$ cat config.mk
export PLATFORM = sky130hd
export DESIGN_NAME = json_token_structure_checker_unit
export DESIGN_NICKNAME = d
export VERILOG_FILES = /design/src/rtl/core/jtsc_pkg.sv /design/src/rtl/core/jtsc_ram.sv /design/src/rtl/core/json_token_structure_checker_unit.sv
export SDC_FILE = /design/constraint.sdc
export NUM_CORES = 2
export LEC_CHECK = 0
export BUFFER_PORTS_ARGS = -buffer_cell sky130_fd_sc_hd__buf_2
export CELL_PAD_IN_SITES_DETAIL_PLACEMENT = 2
export CELL_PAD_IN_SITES_GLOBAL_PLACEMENT = 2
export CORE_ASPECT_RATIO = 1.4
export CORE_UTILIZATION = 30
export DETAILED_ROUTE_END_ITERATION = 6
export GPL_TIMING_DRIVEN = 1
export PLACE_DENSITY = 0.59
export SLEW_MARGIN = 20
export SYNTH_ARGS = -nofsm -noshare
export SYNTH_HDL_FRONTEND = slang
export SYNTH_SLANG_ARGS = --single-unit
$ cat constraint.sdc
create_clock -name clk -period 17 [get_ports clk]
set_input_delay 1.7 -clock clk [delete_from_list [all_inputs] [get_ports clk]]
set_output_delay 1.7 -clock clk [all_outputs]
set_load 0.01 [all_outputs]
$ cat src/rtl/core/jtsc_pkg.sv
// ----------------------------------------------------------------------------
// jtsc_pkg - shared types and codes of the json token structure checker
// Token, event, status and parser state codes, plus the beat payload types.
// ----------------------------------------------------------------------------
package jtsc_pkg;

    // token kinds from the tokenizer
    localparam logic [3:0] TK_STRING = 4'd0;
    localparam logic [3:0] TK_TRUE   = 4'd1;
    localparam logic [3:0] TK_FALSE  = 4'd2;
    localparam logic [3:0] TK_NULL   = 4'd3;
    localparam logic [3:0] TK_NUMBER = 4'd4;
    localparam logic [3:0] TK_LBRACK = 4'd5;
    localparam logic [3:0] TK_RBRACK = 4'd6;
    localparam logic [3:0] TK_LBRACE = 4'd7;
    localparam logic [3:0] TK_RBRACE = 4'd8;
    localparam logic [3:0] TK_COLON  = 4'd9;
    localparam logic [3:0] TK_COMMA  = 4'd10;
    localparam logic [3:0] TK_END    = 4'd11;

    // structural events
    localparam logic [2:0] EV_NONE   = 3'd0;
    localparam logic [2:0] EV_OBJ    = 3'd1;
    localparam logic [2:0] EV_ARR    = 3'd2;
    localparam logic [2:0] EV_CLOSE  = 3'd3;
    localparam logic [2:0] EV_KEY    = 3'd4;
    localparam logic [2:0] EV_SCALAR = 3'd5;
    localparam logic [2:0] EV_END    = 3'd6;

    // result status
    localparam logic [1:0] ST_RUNNING = 2'd0;
    localparam logic [1:0] ST_DONE    = 2'd1;
    localparam logic [1:0] ST_FAULT   = 2'd2;

    // parser states
    localparam logic [3:0] PS_VALUE     = 4'd0;
    localparam logic [3:0] PS_KEY_CLOSE = 4'd1;
    localparam logic [3:0] PS_COLON     = 4'd2;
    localparam logic [3:0] PS_OBJ_VALUE = 4'd3;
    localparam logic [3:0] PS_OBJ_NEXT  = 4'd4;
    localparam logic [3:0] PS_ARR_VALUE = 4'd5;
    localparam logic [3:0] PS_ARR_NEXT  = 4'd6;
    localparam logic [3:0] PS_ERROR     = 4'd7;
    localparam logic [3:0] PS_DONE      = 4'd8;

    // return stack entries
    localparam logic [1:0] RET_DONE     = 2'd0;
    localparam logic [1:0] RET_OBJ_NEXT = 2'd1;
    localparam logic [1:0] RET_ARR_NEXT = 2'd2;

    // input beat
    typedef struct packed {
        logic [3:0]  token_kind;
        logic [15:0] line_number;
        logic        restart;
    } tok_in_t;

    // result beat
    typedef struct packed {
        logic [1:0]  status;
        logic [2:0]  event_res;
        logic [9:0]  nesting_depth;
        logic [15:0] error_line;
    } res_out_t;

endpackage

$ cat src/rtl/core/jtsc_ram.sv
// ----------------------------------------------------------------------------
// jtsc_ram - generic single write, single read RAM
// One write port and one read port with registered read data.
// ----------------------------------------------------------------------------
module jtsc_ram #(
    parameter int WIDTH = 2,
    parameter int DEPTH = 512
) (
    input  logic                     clk,
    input  logic                     wr_en,
    input  logic [$clog2(DEPTH)-1:0] wr_addr,
    input  logic [WIDTH-1:0]         wr_data,
    input  logic [$clog2(DEPTH)-1:0] rd_addr,
    output logic [WIDTH-1:0]         rd_data
);

    logic [WIDTH-1:0] mem [DEPTH];

    // write port
    always_ff @(posedge clk)
    begin
        if (wr_en)
        begin
            mem[wr_addr] <= wr_data;
        end
    end

    // registered read port
    always_ff @(posedge clk)
    begin
        rd_data <= mem[rd_addr];
    end

endmodule

$ cat src/rtl/core/json_token_structure_checker_unit.sv
// ----------------------------------------------------------------------------
// json_token_structure_checker_unit - pushdown checker for JSON token streams
// Runs the JSON grammar over tokens and reports status, event and depth.
// ----------------------------------------------------------------------------
// Usage
//   Input channel in_valid / in_stall / in_data carries one token per beat.
//   Output channel out_valid / out_stall / out_data gives one result per token.
//   A beat moves at a rising edge with valid high and stall low.
//   cfg_wr_en / cfg_wr_data write require_end_after_value; write it only idle.
// Pipeline and throughput
//   A token lands in the input register, then one pass of parser logic feeds
//   the result register, which takes it once the result side is not stalled.
//   One token per cycle while out_stall is low; the return stack is a RAM with
//   registered read whose next entry below the top is fetched every cycle, with
//   a bypass register covering the entry written by the previous push.
// Reset
//   rst_n clears both stages, the parser state (value expected), the stack
//   depth (one entry, the done marker) and the config register. Stack RAM
//   contents need no clearing. A token with restart set re-initialises too.
// Stall
//   While out_stall holds a result, the input register still takes one more
//   token; in_stall rises only when both stages are full and out_stall is high.
// ----------------------------------------------------------------------------
module json_token_structure_checker_unit
    import jtsc_pkg::*;
#(
    parameter int MAX_DEPTH = 512
) (
    input  logic     clk,
    input  logic     rst_n,
    input  logic     cfg_wr_en,
    input  logic     cfg_wr_data,
    input  logic     in_valid,
    output logic     in_stall,
    input  tok_in_t  in_data,
    output logic     out_valid,
    input  logic     out_stall,
    output res_out_t out_data
);

    localparam int CNT_W = $clog2(MAX_DEPTH + 1);
    localparam int AW    = $clog2(MAX_DEPTH);
    localparam logic [CNT_W-1:0] MAX_CNT = CNT_W'(MAX_DEPTH);
    localparam logic [CNT_W-1:0] ONE_CNT = CNT_W'(1);
    localparam logic [CNT_W-1:0] TWO_CNT = CNT_W'(2);

    logic             req_end_reg;
    logic             item_valid_reg;
    tok_in_t          item_reg;
    logic             out_valid_reg;
    res_out_t         out_data_reg;
    logic [3:0]       state_reg;
    logic [3:0]       state_next;
    logic [CNT_W-1:0] count_reg;
    logic [CNT_W-1:0] count_next;
    logic [1:0]       tos_reg;
    logic [1:0]       tos_next;
    logic [15:0]      err_line_reg;
    logic [15:0]      err_line_next;
    logic             byp_reg;
    logic [1:0]       byp_data_reg;

    logic             advance;
    logic [3:0]       st_eff;
    logic [CNT_W-1:0] cnt_eff;
    logic [1:0]       tos_eff;
    logic [15:0]      err_line_eff;
    logic [1:0]       below;
    logic [1:0]       rd_data;
    logic [CNT_W-1:0] rd_cnt;
    logic [CNT_W-1:0] rd_pos;
    logic [CNT_W-1:0] wr_pos;
    logic [CNT_W+9:0] depth_wide;

    logic             do_push;
    logic             do_pop;
    logic [1:0]       push_ret;
    logic             bad;
    logic [2:0]       ev;
    logic             scalar;
    logic [3:0]       tk;
    logic [3:0]       pop_state;
    logic             stack_full;
    res_out_t         res;

    // stage control
    assign advance   = item_valid_reg && (!out_valid_reg || !out_stall);
    assign in_stall  = item_valid_reg && !advance;
    assign out_valid = out_valid_reg;
    assign out_data  = out_data_reg;

    // configuration register
    always_ff @(posedge clk or negedge rst_n)
    begin
        if (!rst_n)
        begin
            req_end_reg <= 1'b0;
        end
        else if (cfg_wr_en)
        begin
            req_end_reg <= cfg_wr_data;
        end
    end

    // input register
    always_ff @(posedge clk or negedge rst_n)
    begin
        if (!rst_n)
        begin
            item_valid_reg <= 1'b0;
        end
        else if (!in_stall)
        begin
            item_valid_reg <= in_valid;
        end
    end

    always_ff @(posedge clk)
    begin
        if (in_valid && !in_stall)
        begin
            item_reg <= in_data;
        end
    end

    // state seen by this token, after an optional restart
    always_comb
    begin
        if (item_reg.restart)
        begin
            st_eff       = PS_VALUE;
            cnt_eff      = ONE_CNT;
            tos_eff      = RET_DONE;
            err_line_eff = 16'd0;
        end
        else
        begin
            st_eff       = state_reg;
            cnt_eff      = count_reg;
            tos_eff      = tos_reg;
            err_line_eff = err_line_reg;
        end
    end

    // entry just below the top of the stack
    assign below = byp_reg ? byp_data_reg : rd_data;

    assign tk         = item_reg.token_kind;
    assign scalar     = (tk <= TK_NUMBER);
    assign stack_full = ((cnt_eff + ONE_CNT) == MAX_CNT);

    // return entry to parser state
    always_comb
    begin
        unique case (tos_eff)
            RET_OBJ_NEXT: pop_state = PS_OBJ_NEXT;
            RET_ARR_NEXT: pop_state = PS_ARR_NEXT;
            default:      pop_state = PS_DONE;
        endcase
    end

    // grammar transition
    always_comb
    begin
        state_next = st_eff;
        ev         = EV_NONE;
        bad        = 1'b0;
        do_push    = 1'b0;
        do_pop     = 1'b0;
        push_ret   = (st_eff == PS_OBJ_VALUE) ? RET_OBJ_NEXT : RET_ARR_NEXT;
        unique case (st_eff) inside
            PS_VALUE:
            begin
                if (tk == TK_LBRACK)
                begin
                    ev         = EV_ARR;
                    state_next = PS_ARR_VALUE;
                end
                else if (tk == TK_LBRACE)
                begin
                    ev         = EV_OBJ;
                    state_next = PS_KEY_CLOSE;
                end
                else if (scalar)
                begin
                    ev     = EV_SCALAR;
                    do_pop = 1'b1;
                end
                else
                begin
                    bad = 1'b1;
                end
            end
            PS_KEY_CLOSE:
            begin
                if (tk == TK_RBRACE)
                begin
                    ev     = EV_CLOSE;
                    do_pop = 1'b1;
                end
                else if (tk == TK_STRING)
                begin
                    ev         = EV_KEY;
                    state_next = PS_COLON;
                end
                else
                begin
                    bad = 1'b1;
                end
            end
            PS_COLON:
            begin
                if (tk == TK_COLON)
                begin
                    state_next = PS_OBJ_VALUE;
                end
                else
                begin
                    bad = 1'b1;
                end
            end
            PS_OBJ_VALUE, PS_ARR_VALUE:
            begin
                if (st_eff == PS_ARR_VALUE && tk == TK_RBRACK)
                begin
                    ev     = EV_CLOSE;
                    do_pop = 1'b1;
                end
                else if (scalar)
                begin
                    ev         = EV_SCALAR;
                    state_next = (st_eff == PS_OBJ_VALUE) ? PS_OBJ_NEXT : PS_ARR_NEXT;
                end
                else if (tk == TK_LBRACK || tk == TK_LBRACE)
                begin
                    state_next = (tk == TK_LBRACK) ? PS_ARR_VALUE : PS_KEY_CLOSE;
                    if (cnt_eff >= MAX_CNT)
                    begin
                        bad = 1'b1;
                    end
                    else
                    begin
                        do_push = 1'b1;
                        if (stack_full)
                        begin
                            bad = 1'b1;
                        end
                        else
                        begin
                            ev = (tk == TK_LBRACK) ? EV_ARR : EV_OBJ;
                        end
                    end
                end
                else
                begin
                    bad = 1'b1;
                end
            end
            PS_OBJ_NEXT, PS_ARR_NEXT:
            begin
                if (tk == TK_COMMA)
                begin
                    state_next = (st_eff == PS_OBJ_NEXT) ? PS_KEY_CLOSE : PS_ARR_VALUE;
                end
                else if ((st_eff == PS_OBJ_NEXT && tk == TK_RBRACE)
                      || (st_eff == PS_ARR_NEXT && tk == TK_RBRACK))
                begin
                    ev     = EV_CLOSE;
                    do_pop = 1'b1;
                end
                else
                begin
                    bad = 1'b1;
                end
            end
            PS_DONE:
            begin
                if (tk == TK_END)
                begin
                    ev = EV_END;
                end
                else if (req_end_reg)
                begin
                    bad = 1'b1;
                end
            end
            default:
            begin
                state_next = PS_ERROR;
            end
        endcase

        // a pop on an empty stack only marks completion
        if (do_pop)
        begin
            state_next = (cnt_eff == '0) ? PS_DONE : pop_state;
        end

        if (bad)
        begin
            state_next = PS_ERROR;
            ev         = EV_NONE;
        end
    end

    // stack pointer, top of stack and held error line
    always_comb
    begin
        count_next = cnt_eff;
        tos_next   = tos_eff;
        if (do_push)
        begin
            count_next = cnt_eff + ONE_CNT;
            tos_next   = push_ret;
        end
        else if (do_pop && cnt_eff != '0)
        begin
            count_next = cnt_eff - ONE_CNT;
            tos_next   = below;
        end
        err_line_next = bad ? item_reg.line_number : err_line_eff;
    end

    // result assembly
    assign depth_wide = {10'd0, count_next};

    always_comb
    begin
        res.event_res     = ev;
        res.nesting_depth = depth_wide[9:0];
        res.error_line    = (state_next == PS_ERROR) ? err_line_next : 16'd0;
        if (state_next == PS_ERROR)
        begin
            res.status = ST_FAULT;
        end
        else if (state_next == PS_DONE)
        begin
            res.status = ST_DONE;
        end
        else
        begin
            res.status = ST_RUNNING;
        end
    end

    // return stack ram, entries below the top
    assign wr_pos = cnt_eff - ONE_CNT;
    assign rd_cnt = advance ? count_next : count_reg;
    assign rd_pos = rd_cnt - TWO_CNT;

    jtsc_ram #(
        .WIDTH (2),
        .DEPTH (MAX_DEPTH)
    ) u_stack_ram (
        .clk     (clk),
        .wr_en   (advance && do_push),
        .wr_addr (wr_pos[AW-1:0]),
        .wr_data (tos_eff),
        .rd_addr (rd_pos[AW-1:0]),
        .rd_data (rd_data)
    );

    // parser state registers
    always_ff @(posedge clk or negedge rst_n)
    begin
        if (!rst_n)
        begin
            state_reg    <= PS_VALUE;
            count_reg    <= ONE_CNT;
            tos_reg      <= RET_DONE;
            err_line_reg <= 16'd0;
            byp_reg      <= 1'b0;
        end
        else if (advance)
        begin
            state_reg    <= state_next;
            count_reg    <= count_next;
            tos_reg      <= tos_next;
            err_line_reg <= err_line_next;
            byp_reg      <= do_push;
        end
    end

    // bypass for the entry written by a push
    always_ff @(posedge clk)
    begin
        if (advance)
        begin
            byp_data_reg <= tos_eff;
        end
    end

    // result register
    always_ff @(posedge clk or negedge rst_n)
    begin
        if (!rst_n)
        begin
            out_valid_reg <= 1'b0;
        end
        else if (!out_valid_reg || !out_stall)
        begin
            out_valid_reg <= item_valid_reg;
        end
    end

    always_ff @(posedge clk)
    begin
        if (advance)
        begin
            out_data_reg <= res;
        end
    end

    // checks
    a_count_bounded: assert property (@(posedge clk) disable iff (!rst_n)
        count_reg <= MAX_CNT)
        else $error("stack count above maximum depth");

    a_status_matches_state: assert property (@(posedge clk) disable iff (!rst_n)
        advance |=> ((out_data_reg.status == ST_DONE) == (state_reg == PS_DONE))
                 && ((out_data_reg.status == ST_FAULT) == (state_reg == PS_ERROR)))
        else $error("result status disagrees with parser state");

    a_error_holds_depth: assert property (@(posedge clk) disable iff (!rst_n)
        (advance && state_reg == PS_ERROR && !item_reg.restart)
        |=> (count_reg == $past(count_reg)) && (err_line_reg == $past(err_line_reg)))
        else $error("stack or error line moved while in error");

    a_error_line_only_on_error: assert property (@(posedge clk) disable iff (!rst_n)
        (out_valid_reg && out_data_reg.status != ST_FAULT)
        |-> (out_data_reg.error_line == 16'd0))
        else $error("error line reported without error status");

endmodule

* After elaboration in Yosys (flattened, before gate mapping)
Memories as Yosys holds them, arrays and structs flattened. A register that Yosys moved wholly into a read port is not among the register bits. Index checks and enable logic that the tools add are counted.
Word-level totals: input port bits 27, output and inout bits 33, bits in registers 90, memory bits (writable) 1024, memories 1, word-level logic and storage cells 138
Memories:
- u_stack_ram.mem | words 512, bits a word 2, rd ports 1, clocked after Yosys merged registers in 1, wr ports 1, RTL line jtsc_ram.sv:17 | logic [WIDTH-1:0] mem [DEPTH];
Cells by class: add/sub/neg operators 3, reduce and logical (&&, ||, !) cells 21, magnitude comparators 2, multiplexer cells 76, equal/unequal tests 19
Operator list (number):
- $mux 4 | 13
- $mux 10 | 4
- $mux 16 | 2
- $mux 1 | 30
- $mux 3 | 10
- $eq 4x3->1 const B | 7
- $eq 4x4->1 const B | 6
- $mux 2 | 12
- $pmux 4 s6 | 1
- $pmux 3 s5 | 1
- $add 10x1->10 const B | 1
- $eq 10x10->1 const B | 1
- $ge 10x10->1 const B | 1
- $logic_not 10->1 | 1
- $reduce_bool 10->1 | 1
- $sub 10x1->10 const B | 1
- $sub 9x2->9 const B | 1
- $eq 4x2->1 const B | 2
- $logic_and 1x1->1 | 8
- $logic_not 4->1 | 2
- $pmux 4 s2 | 1
- $pmux 1 s6 | 1
- $eq 4x1->1 const B | 1
- $le 4x3->1 const B | 1
- 6 further kinds | 12

* Longest topological paths before layout
depth in word-level cells 12, depth in mapped cells 28, depth with buffers taken out 19

* Cells and area by module
Synthesis repeated with hierarchy kept, for this count alone.
Second synthesis, totals: cell total of the unflattened synthesis 3078, area total of the unflattened synthesis 47309.1 sq um
By module, submodules not included:
- jtsc_ram | times used 1, cells each 2608, area an instance 42314.3 sq um, seq. area each 30789.5 sq um
- json_token_structure_checker_unit | times used 1, cells each 470, area an instance 4994.8 sq um, seq. area each 2523.7 sq um

* Worst setup path before layout
Ideal clock, no wire load.
path type register to register, start reg item_reg[0] (netlist name), end reg byp_data_reg[1], data pin, path slack 0.769 ns, setup time 2.740 ns, period minus slack after synthesis 16.231 ns, path buffers 3, data required time 14.260 ns, arrival 13.491 ns, cell stages (with the launch flop) 5, cells stage by stage edfxtp_1 > buf_2 > clkbuf_1 > clkbuf_1 > nor2b_1
On the way: word-level cells in the longest chain between the ends 1
Ends and longest elaborated chain:
- start: declaration | RTL line json_token_structure_checker_unit.sv:49 | tok_in_t item_reg;
- start signal: assignment | RTL line json_token_structure_checker_unit.sv:122 | item_reg <= in_data;
- $mux 2 | RTL line json_token_structure_checker_unit.sv:129 | if (item_reg.restart)
- net tos_eff[1] | RTL line json_token_structure_checker_unit.sv:66 | logic [1:0] tos_eff;
- end signal: assignment | RTL line json_token_structure_checker_unit.sv:389 | byp_data_reg <= tos_eff;
- end: declaration | RTL line json_token_structure_checker_unit.sv:61 | logic [1:0] byp_data_reg;
The timed path passes the listed nets, and every way through them passes these cells. A chain may end at the register's enable or synchronous reset.

* Worst setup path in the final report
start reg item_reg (netlist bit tk[0]), end reg u_stack_ram.rd_data[0], read port of u_stack_ram.mem
On the way: word-level cells in the longest chain between the ends 11, elaborated cells on any way between the ends 28, classes of those cells 1 x add/sub; 1 x order compare; 5 x eq/ne; 15 x mux; 6 x reduce/logical
Ends and longest elaborated chain:
- branches (longest 8 deep; another with $le 4x3->1)
- $mux 10 (*) | RTL line json_token_structure_checker_unit.sv:311 | if (do_push)
- $mux 10 (*)
- $sub 9x2->9 (*) | RTL line json_token_structure_checker_unit.sv:349 | assign rd_pos = rd_cnt - TWO_CNT;
- end: declaration | RTL line jtsc_ram.sv:14 | output logic [WIDTH-1:0] rd_data
Mark *: on every way between the ends.

==> summary.txt <==
Setup path
  – CP startpoint kind: flop
  – WP data arrival: 8.40 ns
  – Worst-path cell chain: and3b_1, o2111ai_1, buf_4, nor2_4, o21ai_0, o221a_4, ha_2, inv_2, nand3_1, nand2_4, buf_4, a221o_1, a211oi_1, o41ai_1, a31oi_1, a311oi_1, nor4_2
  – Crit-path slowest cell: a311oi_1
  – CP max FO: 35
  – Crit end category: flop
  – Worst path max stage delay: 0.87 ns
  – Most numerous cell on the critical path: buf_4
  – CP bufs+invs: 3
  – Critical Setup Path Class: flop to flop
  – Kind of cell adding the most delay to the critical path: compound AO/OA/AOI/OAI gates
  – Crit path required time: 17.59 ns

Timing
  – Slew @ Worst Pin: between 1 and 1.5 ns
  – Period utilization: 0.459
  – Worst slew margin: 0.246
  – Hold Slack: 0.487 ns
  – Final hold violations: 0
  – RSZ-0062 raised after global routing: false
  – Fin Setup TNS: 0 ns
  – FMAX: 128 MHz
  – Clk_skew: around 0.032 ns
  – Final Setup Violations: 0
  – Slew Limit Fails: 0
  – Min Clock Period, post-route: 7.81 ns

Clocking
  – Clock tree root driver cell: clkbuf_16
  – CTS sink cnt: 1116
  – Num CTS Buffers: about 110
  – Post CTS Setup Buffer Count: 0
  – Clock Path Buffers: 3
  – H-tree depth: 3
  – Hold-fix buffers, CTS: 0
  – Clk Latency, worst-skew pair: 0.77 ns
  – Worst-path clk slew: roughly 0.060 ns
  – Post-CTS Resized: 0
  – TritonCTS clock tree: built

Synthesis
  – Number of synthesized flops with an enable pin: 1078
  – Syn Nets: about 3900
  – Syn Area/Cell: 12.6 um2
  – Post-synthesis sequential area ratio: 0.693
  – Netlist cell types: 87
  – Primary FF master, synth: edfxtp_1
  – Ys Warns: 0
  – Cells after synthesis: around 3800
  – FFs w/ async S/R, synth: 0.0323
  – Seq cells post-synth: approximately 1100
  – Netlist Area Pre-Place: 0.0481 mm2

Global routing
  – Initial antenna violation count: 3
  – Largest net degree at the start of global routing: 244
  – First-pass GRT wire length: 246000 um
  – Gr ovfl total: 0
  – Vias in the first global route: 34900
  – Total GRT Usage: 0.208

Placement
  – Post-DP HPWL: 97700 um
  – Placed instance count: 5758
  – Input/output buffers: between 50 and 60
  – Placed Area: 0.0506 mm2
  – Final RePlAce weighted congestion: between 0.7 and 0.8

Finish
  – # nets final: around 3800
  – Finished Layout Cells: around 6000
  – Fraction of layout cells with a size suffix above 1: 0.109
  – P&R area growth vs syn: 13.4%
  – Max reg flops: between 1000 and 1500
  – Final Util: 0.343
  – Design area: ~0.055 mm2
  – Commonest non-fill, non-tap cell in the layout: edfxtp_1
  – Most frequent cells in the layout: edfxtp_1 (1078), nand2_1 (778), nor2_1 (571)

Routing
  – Total wire length: 169000 um
  – Vias post-DR: ~32000
  – DRC: 0
  – Number of vias per cell: 5.34
  – Detail Route Antenna Nets: 0
  – Wire per inst: approximately 28 um
  – Detailed Routing Iterations Pass 1: 5
  – Starting DRC count in detailed routing: 1982

Floorplanning
  – Starting Density: 0.303
  – Die width: 340 um
  – Die Height: 476 um
  – Core Area: 0.159 mm2
  – Core Rows: 173
  – Die area: 0.162 mm2
  – Boundary pin count: 60

Power and ir drop
  – Clock power share: 0.274
  – VDD IR-drop max: 0.141 mV
  – Reg power frac: 0.334
  – Power density cells: 178 mW/mm2
  – Net Switching: 0.00389 W
  – Combinational power share: 0.392
  – Static Leak: roughly 18 nW
  – Internal: 0.00580 W
  – Switching Fraction: 0.401

Flow run
  – Max cap viols: 0

Status
  – Outcome: finished clean

Hold path
  – Hold/Removal Path Class: flop to flop
[worst reg2reg max path: cells and delay by family, from the launching register on]
family          cells  cell delay [ns]
flops               1             0.70
fa+ha+maj           1             0.39
compound gates      8             2.76
simple gates        5             2.60
buf+inv             3             1.19
[final timing paths]
check | from | end | slack (ns) | cells after the start
setup / recovery | tk[0] | u_stack_ram.rd_data[0] | 9.19 | 17
hold / removal | tos_reg[1] | tos_reg[1] | 0.49 | 2
setup reg to reg | tk[0] | u_stack_ram.rd_data[0] | 9.19 | 17
hold reg to reg | tos_reg[1] | tos_reg[1] | 0.49 | 2
max in group asynchronous | rst_n | tos_reg[0] | 15.25 | 1
min in group asynchronous | rst_n | err_line_reg[7] | 1.09 | 1
[power by group through the flow]
| stage | logic [W] | registers, W | clock network, W |
|---|---|---|---|
| finish | 0.00379 | 0.00324 | 0.00265 |
| global route | 0.00404 | 0.00324 | 0.00280 |
| CTS | 0.00386 | 0.00324 | 0.00271 |
| detailed placement | 0.00384 | 0.00330 | 0 |
| global placement | 0.00381 | 0.00330 | 0 |
| floorplan | 0.00227 | 0.00335 | 0 |
[kinds of logic after synthesis]
group	synth area share
DFF	0.693
and+or+nand+nor	0.151
adders and majority gates	0.00208
muxes	0.0498
AOI/OAI and AO/OA	0.0734
xor gates and xnor gates	0.00255
buffers and inverters	0.0289
[through the flow]
stage	setup slack (ns)	total power, W
floorplan	0.769	0.00562
global placement	8.76	0.00711
detailed placement	8.44	0.00714
CTS	9.04	0.00981
global route	8.82	0.0101
finish	9.19	0.00969
[cells in the mapped netlist, drive strengths merged (5+ instances only)]
cell type	count	area, um2
clkbuf	155	582
a21oi	80	404
o31ai	10	75.1
o41ai	5	43.8
nand2b	10	62.6
a22o	34	298
edfxtp	1078	32400
nor4	12	81.3
or2	5	31.3
a221oi	26	228
a31oi	86	538
o22ai	8	63.8
nand2	779	2920
buf	138	742
dfrtp	35	876
mux2	6	75.1
o211ai	10	75.1
a2111oi	6	52.6
nor3	36	180
xnor2	10	87.6
a32oi	12	105
mux2i	108	1080
o21ai	41	209
a211oi	22	165
nor2b	8	50.1
a211o	5	43.8
inv	18	67.6
nor2	578	2170
nand3	148	741
mux4	55	1240
and3	124	776
o311ai	10	103
a22oi	11	82.6
or3	6	37.5
a221o	9	90.1
a311oi	51	447
a32o	7	70.1
ha	8	100
and2	8	55.1
o21a	8	67.6
nand4	12	75.1
[final cells by class]
| cell class | instances | area (um2) |
|---|---|---|
| inverter | 18 | 87.6 |
| sequential | 1116 | 33300 |
| antenna | 1 | 2.50 |
| tap | 2100 | 2630 |
| timing repair buffer | 121 | 888 |
| clock inverter | 66 | 841 |
| fill | 16400 | 104000 |
| clock buffer | 143 | 3040 |
| multi-input combinational | 2404 | 13700 |
[per-layer routing]
layer	vias up	track usage	routed length [um]
li1	14000	-	-
met1	17100	0.248	69000
met2	604	0.384	89500
met3	212	0.0249	5790
met4	2	0.0677	4990
met5	-	0	8
Power figures use the tool's default switching activity.
